## src/rtl/gsme_pkg.sv

```systemverilog
// gsme_pkg: shared types, constants and command codes for the GF(2) symmetric
// matrix engine. No dependencies.
`timescale 1ns / 1ps
package gsme_pkg;
   localparam int DIM   = 64;
   localparam int IDX_W = $clog2(DIM);
   localparam int CNT_W = IDX_W + 1;

   typedef enum logic [3:0] {
      CMD_READ = 4'd0, CMD_ADD = 4'd1, CMD_SWAP = 4'd2, CMD_TERM = 4'd3,
      CMD_FLIPW = 4'd4, CMD_FLIPX = 4'd5, CMD_APPEND = 4'd6, CMD_ZERO = 4'd7,
      CMD_DROP = 4'd8
   } cmd_type;

   typedef enum logic [1:0] {
      ST_OK = 2'd0, ST_RANGE = 2'd1, ST_SIZE = 2'd2
   } status_type;

   // One classified command, passed from the front end to the back end.
   typedef struct packed {
      logic [3:0]       cmd;
      logic [IDX_W-1:0] a;
      logic [IDX_W-1:0] b;
      logic [63:0]      sa;
      logic [63:0]      sb;
      logic [1:0]       status;
   } job_type;

   typedef enum logic [2:0] {
      BK_IDLE, BK_PRE, BK_WALK, BK_WRA, BK_WRB, BK_DONE
   } bk_state_type;
endpackage

```

## src/rtl/gsme_front.sv

```systemverilog
// gsme_front: accepts commands, checks ranges against the tracked size and
// queues classified jobs (two-entry queue). Depends on gsme_pkg.
`timescale 1ns / 1ps
module gsme_front import gsme_pkg::*; (
   input  logic               clock,
   input  logic               reset,
   input  logic               req_valid,
   output logic               req_ready,
   input  logic [3:0]         req_cmd,
   input  logic [5:0]         req_index_a,
   input  logic [5:0]         req_index_b,
   input  logic [63:0]        req_set_a,
   input  logic [63:0]        req_set_b,
   output logic               job_valid,
   input  logic               job_ready,
   output job_type            job
);
   // Size as it will be after every queued job; jobs run in order.
   logic [CNT_W-1:0] size_ff, size_in;
   job_type          q_ff [2];
   logic [1:0]       cnt_ff;
   logic             rd_ff, wr_ff;
   job_type          nj;
   logic [63:0]      act, outside;
   logic             a_bad, b_bad, empty, acc, pop;

   always_comb begin
      act   = (size_ff >= CNT_W'(64)) ? '1 : ((64'd1 << size_ff) - 64'd1);
      a_bad = {1'b0, req_index_a} >= 7'(size_ff);
      b_bad = {1'b0, req_index_b} >= 7'(size_ff);
      empty = (size_ff == '0);
      outside = (req_set_a & ~act);
      nj.cmd = req_cmd;
      nj.a = IDX_W'(req_index_a);
      nj.b = IDX_W'(req_index_b);
      nj.sa = req_set_a;
      nj.sb = req_set_b;
      nj.status = ST_OK;
      size_in = size_ff;
      case (req_cmd)
         CMD_READ, CMD_ADD: if (a_bad || b_bad) nj.status = ST_RANGE;
         CMD_ZERO: if (a_bad) nj.status = ST_RANGE;
         CMD_SWAP: if (empty) nj.status = ST_SIZE; else if (a_bad) nj.status = ST_RANGE;
         CMD_TERM: if (empty) nj.status = ST_SIZE;
         CMD_DROP: begin
            if (empty) nj.status = ST_SIZE;
            else size_in = size_ff - 1'b1;
         end
         CMD_FLIPW: if (outside != '0) nj.status = ST_RANGE;
         CMD_FLIPX: if (((req_set_a | req_set_b) & ~act) != '0) nj.status = ST_RANGE;
         CMD_APPEND: begin
            if (size_ff >= CNT_W'(DIM)) nj.status = ST_SIZE;
            else if (outside != '0) nj.status = ST_RANGE;
            else size_in = size_ff + 1'b1;
         end
         default: nj.status = ST_RANGE;
      endcase
   end

   assign req_ready = (cnt_ff != 2'd2);
   assign acc = req_valid && req_ready;
   assign job_valid = (cnt_ff != 2'd0);
   assign pop = job_valid && job_ready;
   assign job = q_ff[rd_ff];

   always_ff @(posedge clock) begin
      if (acc) q_ff[wr_ff] <= nj;
      if (reset) begin
         size_ff <= '0; cnt_ff <= '0; rd_ff <= 1'b0; wr_ff <= 1'b0;
      end else begin
         if (acc) begin size_ff <= size_in; wr_ff <= ~wr_ff; end
         if (pop) rd_ff <= ~rd_ff;
         cnt_ff <= cnt_ff + {1'b0, acc} - {1'b0, pop};
      end
   end
endmodule

```

## config.mk

```make
export PLATFORM = sky130hd
export DESIGN_NAME = gsme_front
export DESIGN_NICKNAME = d
export VERILOG_FILES = /design/src/rtl/gsme_pkg.sv /design/src/rtl/gsme_front.sv
export SDC_FILE = /design/constraint.sdc
export NUM_CORES = 1
export LEC_CHECK = 0
export ABC_AREA = 1
export CAP_MARGIN = 10
export CORE_UTILIZATION = 30
export CTS_CLUSTER_SIZE = 12
export DETAILED_ROUTE_END_ITERATION = 6
export DONT_BUFFER_PORTS = 1
export GPL_TIMING_DRIVEN = 0
export HOLD_SLACK_MARGIN = 0.03
export PLACE_DENSITY = 0.42
export SLEW_MARGIN = 20
export SYNTH_ARGS = -nofsm -noshare
export SYNTH_HDL_FRONTEND = slang
export SYNTH_SLANG_ARGS = --single-unit
```

## constraint.sdc

```tcl
create_clock -name clock -period 8.3 [get_ports clock]
set_clock_uncertainty 0.2 [all_clocks]
set_input_delay 0.415 -clock clock [delete_from_list [all_inputs] [get_ports clock]]
set_output_delay 0.415 -clock clock [all_outputs]
set_load 0.01 [all_outputs]
```

# Yosys cells after proc, flatten, opt, wreduce, memory -nomap -nowiden
# Memory sizes are Yosys's and may differ from the RTL's. A register that Yosys moved wholly into a read port is not among the register bits.
# Cells that the tools add are included.
word_totals:
  register_bits: 11
  ramBits: 292
  out_inout_bits: 148
  n_memories: 1
mem_list:
  columns: ["name", "words", "width", "read_ports", "rd_ports_with_merged_regs", "wr", "line", "text"]
  rows:
  - ["q_ff", 2, 146, 1, 1, 1, "gsme_front.sv:20", "job_type q_ff [2];"]
op_classes:
  add_sub_neg: 5
  magnitude_cmp: 3
  eq_ne: 12
  n_shift: 1
  mux: 17
  n_bitwise: 6
  reduce_logical: 12
op_table:
  columns: ["operator", "n"]
  rows:
  - ["$and A64 B64 Y64", 2]
  - ["$reduce_bool A64 Y1", 2]
  - ["$mux W64", 1]
  - ["$not A64 Y64", 1]
  - ["$or A64 B64 Y64", 1]
  - ["$shl A1 B7 Y64 const A", 1]
  - ["$sub A64 B1 Y64 const B", 1]
  - ["$mux W7", 3]
  - ["$eq A4 B3 Y1 const B", 4]
  - ["$ge A6 B7 Y1", 2]
  - ["$pmux W2 S7", 1]
  - ["$pmux W7 S2", 1]
  - ["$eq A4 B2 Y1 const B", 2]
  - ["$mux W1", 8]
  - ["$ne A2 B2 Y1 const B", 4]
  - ["$add A7 B1 Y7 const B", 1]
  - ["$ge A7 B7 Y1 const B", 1]
  - ["$logic_not A7 Y1", 1]
  - ["$sub A7 B1 Y7 const B", 1]
  - ["$mux W2", 3]
  - ["$reduce_and A5 Y1", 1]
  - ["$eq A4 B1 Y1 const B", 1]
  - ["$eq A4 B4 Y1 const B", 1]
  - ["$logic_not A4 Y1", 1]
  - ["other kinds (7)", 11]

# Longest topological paths before layout
depth:
  depth_word: 9
  ltp_mapped: 27
  mapped_depth_nobuf: 24

# Worst setup path before layout
# OpenSTA, ideal clock, no wires.
synth_timing:
  kind: "register -> register"
  from: "register cnt_ff[0]"
  to: "memory q_ff[1][0] in the netlist's numbering, enable pin"
  setup_ps: 655
  arrival_ps: 6712
  required_ps: 7445
  setup_slack_ps: 733
  path_stages_with_launch: 5
  n_path_buf: 0
  period_less_slack_ps: 7567
  path_cell_list: "dfxtp_1 > inv_1 > nand2_1 > nand2_1 > nor2_1"
synth_via:
  elab_chain_len: 4
synth_rtl:
  columns: ["element", "line", "text"]
  rows:
  - ["from (decl)", "gsme_front.sv:21", "logic [1:0] cnt_ff;"]
  - ["from (signal assigned)", "gsme_front.sv:73", "cnt_ff <= cnt_ff + {1'b0, acc} - {1'b0, pop};"]
  - ["$ne A2 B2 Y1", "gsme_front.sv:60", "assign req_ready = (cnt_ff != 2'd2);"]
  - ["via req_ready", "gsme_front.sv:8", "output logic req_ready,"]
  - ["$logic_and A1 B1 Y1", "gsme_front.sv:61", "assign acc = req_valid && req_ready;"]
  - ["$mux W1", "gsme_front.sv:67", "if (acc) q_ff[wr_ff] <= nj;"]
  - ["$mux W1 (not written as such)", "gsme_front.sv:67", null]
  - ["to (decl)", "gsme_front.sv:20", null]
# The timed path passes the listed nets, and every way through them passes these cells.

==> results by group <==
Logic synthesis
  – Sequential share of the synthesized area: between 50 and 60%
  – Post-Synthesis Cells: 1463
  – Ranking of synthesized cells by area: edfxtp_1, mux2_2, nand2_1
  – Synth cell types: between 40 and 50
  – Cell taking the most area after synthesis: edfxtp_1
  – Area of the mapped netlist: 15600 µm²
  – Synth top area share: 56.1%
  – Mean Syn Cell Area: 10.7 µm²
  – Synth Warn #: 0
  – #FFs+latches synth: around 300
  – Syn_nets: 1632

STA
  – Setup slack after layout: 3.84 ns
  – Endpoints failing setup: 0
  – Setup TNS Final: 0 ns
  – Final Hold Viols: 0
  – Hold Slack: 0.0723 ns
  – Crit share post-route: 53.8%
  – Max Slew Vio Count: 0
  – Minimum clock period: 4.46 ns
  – Slew @ Worst Pin: approximately 0.93 ns
  – Slew headroom: 38.1%
  – Fmax: 224 MHz
  – RSZ-0062 raised after global routing: no

Setup path
  – CP arrival: 4.54 ns
  – CP Capture Type: register
  – CP Launch Type: register
  – Critical setup path kind: reg -> reg
  – Crit-path max cell delay: 0.52 ns
  – CP required: roughly 8.4 ns
  – CP max stage cell: nor3_1
  – CP Max Fanout: 9
  – CP Cell Sequence: inv_2, nand2_8, nor2_1, inv_1, ha_1, inv_1, nor2_2, nand2_1, nor2_2, nand3_1, nand2_1, nand2_1, o21ai_0, o2111ai_1, or2_2, nor3_1, nand3_1, nand2_1, nand3_1
  – Cell mode on critical path: nand2_1

Finish
  – Final Non-Filler Cells: roughly 2400
  – Syn-to-layout area delta: 24.2%
  – Nets: between 1500 and 2000
  – Multi-input gate area in the final layout: 6040 µm²
  – Filler cell count: 5159
  – Most common cell after layout, fill and taps aside: nand2_1
  – Final core occ: 37.7%
  – Share of layout cells above drive strength 1: about 18%
  – Reg area: 9010 µm²
  – Most frequent cells in the layout: nand2_1, edfxtp_1, nor2_1, dlygate4sd3_1, mux2_2

Pwr
  – Int Pwr: approximately 3300 µW
  – Clock network power share: 32.3%
  – Net switching power: 1370 µW
  – PD cells: 241 nW/µm²
  – Combinational share of power: 25.2%
  – Worst vdd ir: roughly 0.18 mV
  – Leak pwr: 0.00753 µW
  – Switching part of the total power: 29.3%
  – Sequential Power Share: 42.5%

CTS
  – TritonCTS Sinks: 304
  – Latest clock arrival within the worst-skew pair: 0.54 ns
  – Root Driver: clkbuf_16
  – H-tree Lvls: 2
  – Bufs on Longest Clock Path: 3
  – Post-CTS Setup Bufs: 0
  – CTS tree: yes
  – CTS buffer count: 36
  – Worst-path clk slew: 0.06 ns

GRT
  – First-pass GRT wire length: 78600 µm
  – Antenna violations before repair: 0
  – Vias in the first global route: ~12000
  – GR Overflow Total: 0
  – Total Routing Usage GR: 20.2%
  – Pin count of the biggest net entering global routing: 25

Detailed routing
  – Iteration-0 DRC Markers: 875
  – Total Wirelength: roughly 54000 µm
  – Drt wl/cell: 22.8 µm
  – Via density: 5.02
  – Vias: ~12000
  – DRC Markers: 0
  – Routed Antenna Nets: 0
  – Drt pass-1 iters: 5

Floorplanning
  – Io pins: 296
  – Core box area: 51400 µm²
  – Row Count: 83
  – Die W: 230 µm
  – Die height: 230 µm
  – Starting Density: 30.4%
  – Full die area: approximately 53000 µm²

Placement
  – Setup WS pre-CTS: about 3.8 ns
  – Final HPWL DP: 40500 µm
  – Port-buffer cells: 0
  – Routability cong.: 0.942
  – Placed insts: 2157

Run
  – Max Cap Viol: 0

Hold path
  – Hold Crit Class: in -> reg

Outcome
  – Status: finished clean
[sequential cells by signal (all words and copies together) (netlist names), named ones only]
signal	flops
q_ff	292
size_ff	7
cnt_ff	2
rd_ff	1
wr_ff	1
[area by class of cell]
| cell class | instances | share of cell area, % |
|---|---|---|
| diodes | 1 | 0.0129 |
| plain buffers | 41 | 1.19 |
| clock buffers | 47 | 4.97 |
| clock inverters | 14 | 0.729 |
| inverters | 93 | 1.81 |
| multi-input cells | 1025 | 31.1 |
| flip-flops and latches | 304 | 46.4 |
| well taps | 680 | 4.38 |
| repair buffers | 161 | 9.34 |
[cells in the mapped netlist, drive strengths merged]
cell and instances:
mux2 146, nand3b 5, a21oi 20, and2 2, a221oi 1, xor2 5, a22oi 1, nand3 113
nand2 329, nand4 57, nor3b 1, xnor2 1, clkinv 2, buf 18, inv 91, o211ai 10
o21ai 53, nor3 15, o22ai 2, o2111ai 16, or2 2, edfxtp 292, o21bai 1, dfxtp 12
fa 1, o2111a 1, a31o 1, nor2 220, ha 20, a21boi 1, clkbuf 23, a41oi 1
[kinds of logic after synthesis]
| kind of cell | after synthesis | synth area share [%] |
|---|---|---|
| muxes | 146 | 10.5 |
| xor gates and xnor gates | 6 | 0.336 |
| AOI/OAI and AO/OA | 108 | 4.18 |
| adders and majority gates | 21 | 1.73 |
| and+or+nand+nor | 744 | 21.8 |
| DFF | 304 | 57.7 |
| buffers and inverters | 134 | 3.72 |
[metal layers]
| metal | global-route usage, % | vias up | wire length [µm] |
|---|---|---|---|
| met5 | 0 | - | 0 |
| met4 | 5.77 | 0 | 1260 |
| met3 | 4.55 | 68 | 3370 |
| met2 | 33.1 | 358 | 25500 |
| met1 | 26.6 | 5829 | 23700 |
| li1 | - | 5613 | - |
[critical path: cells and delay by family, from the launching register on]
family          cells  cell delay [ns]
fa+ha+maj           1             0.22
flops               1             0.51
compound gates      2             0.23
buf+inv             3             0.50
simple gates       13             2.53
[power by group through the flow]
stage	Sequential [µW]	Combinational, µW	Clock (µW)
final	1990	1180	1510
after global routing	2010	1280	1620
after CTS	1990	1210	1560
after detailed placement	2020	1140	0
after global placement	2120	1050	0
after floorplan	2070	772	0
[worst paths after layout]
check	startpoint	endpoint	slack, ns	depth (start not counted)
setup / recovery	size_ff[4]	q_ff[1][0]	3.84	19
hold / removal	req_cmd[1]	q_ff[0][0]	0.07	4
setup reg to reg	size_ff[4]	q_ff[1][0]	3.84	19
hold reg to reg	rd_ff	register	0.26	1
[per-stage QoR]
step                total power (µW)  cell area, µm²
floorplan                       2840           15600
global placement                3170           16500
detailed placement              3160           16800
CTS                             4760           19400
finish                          4680           19400
global route                    4900           19400
[repair_timing]
item	in CTS	in global routing
setup endpoints to repair	0	0
endpoints found under the hold margin	304	0
hold buffers	147	0
resized for setup	0	0
Power figures use the tool's default switching activity.
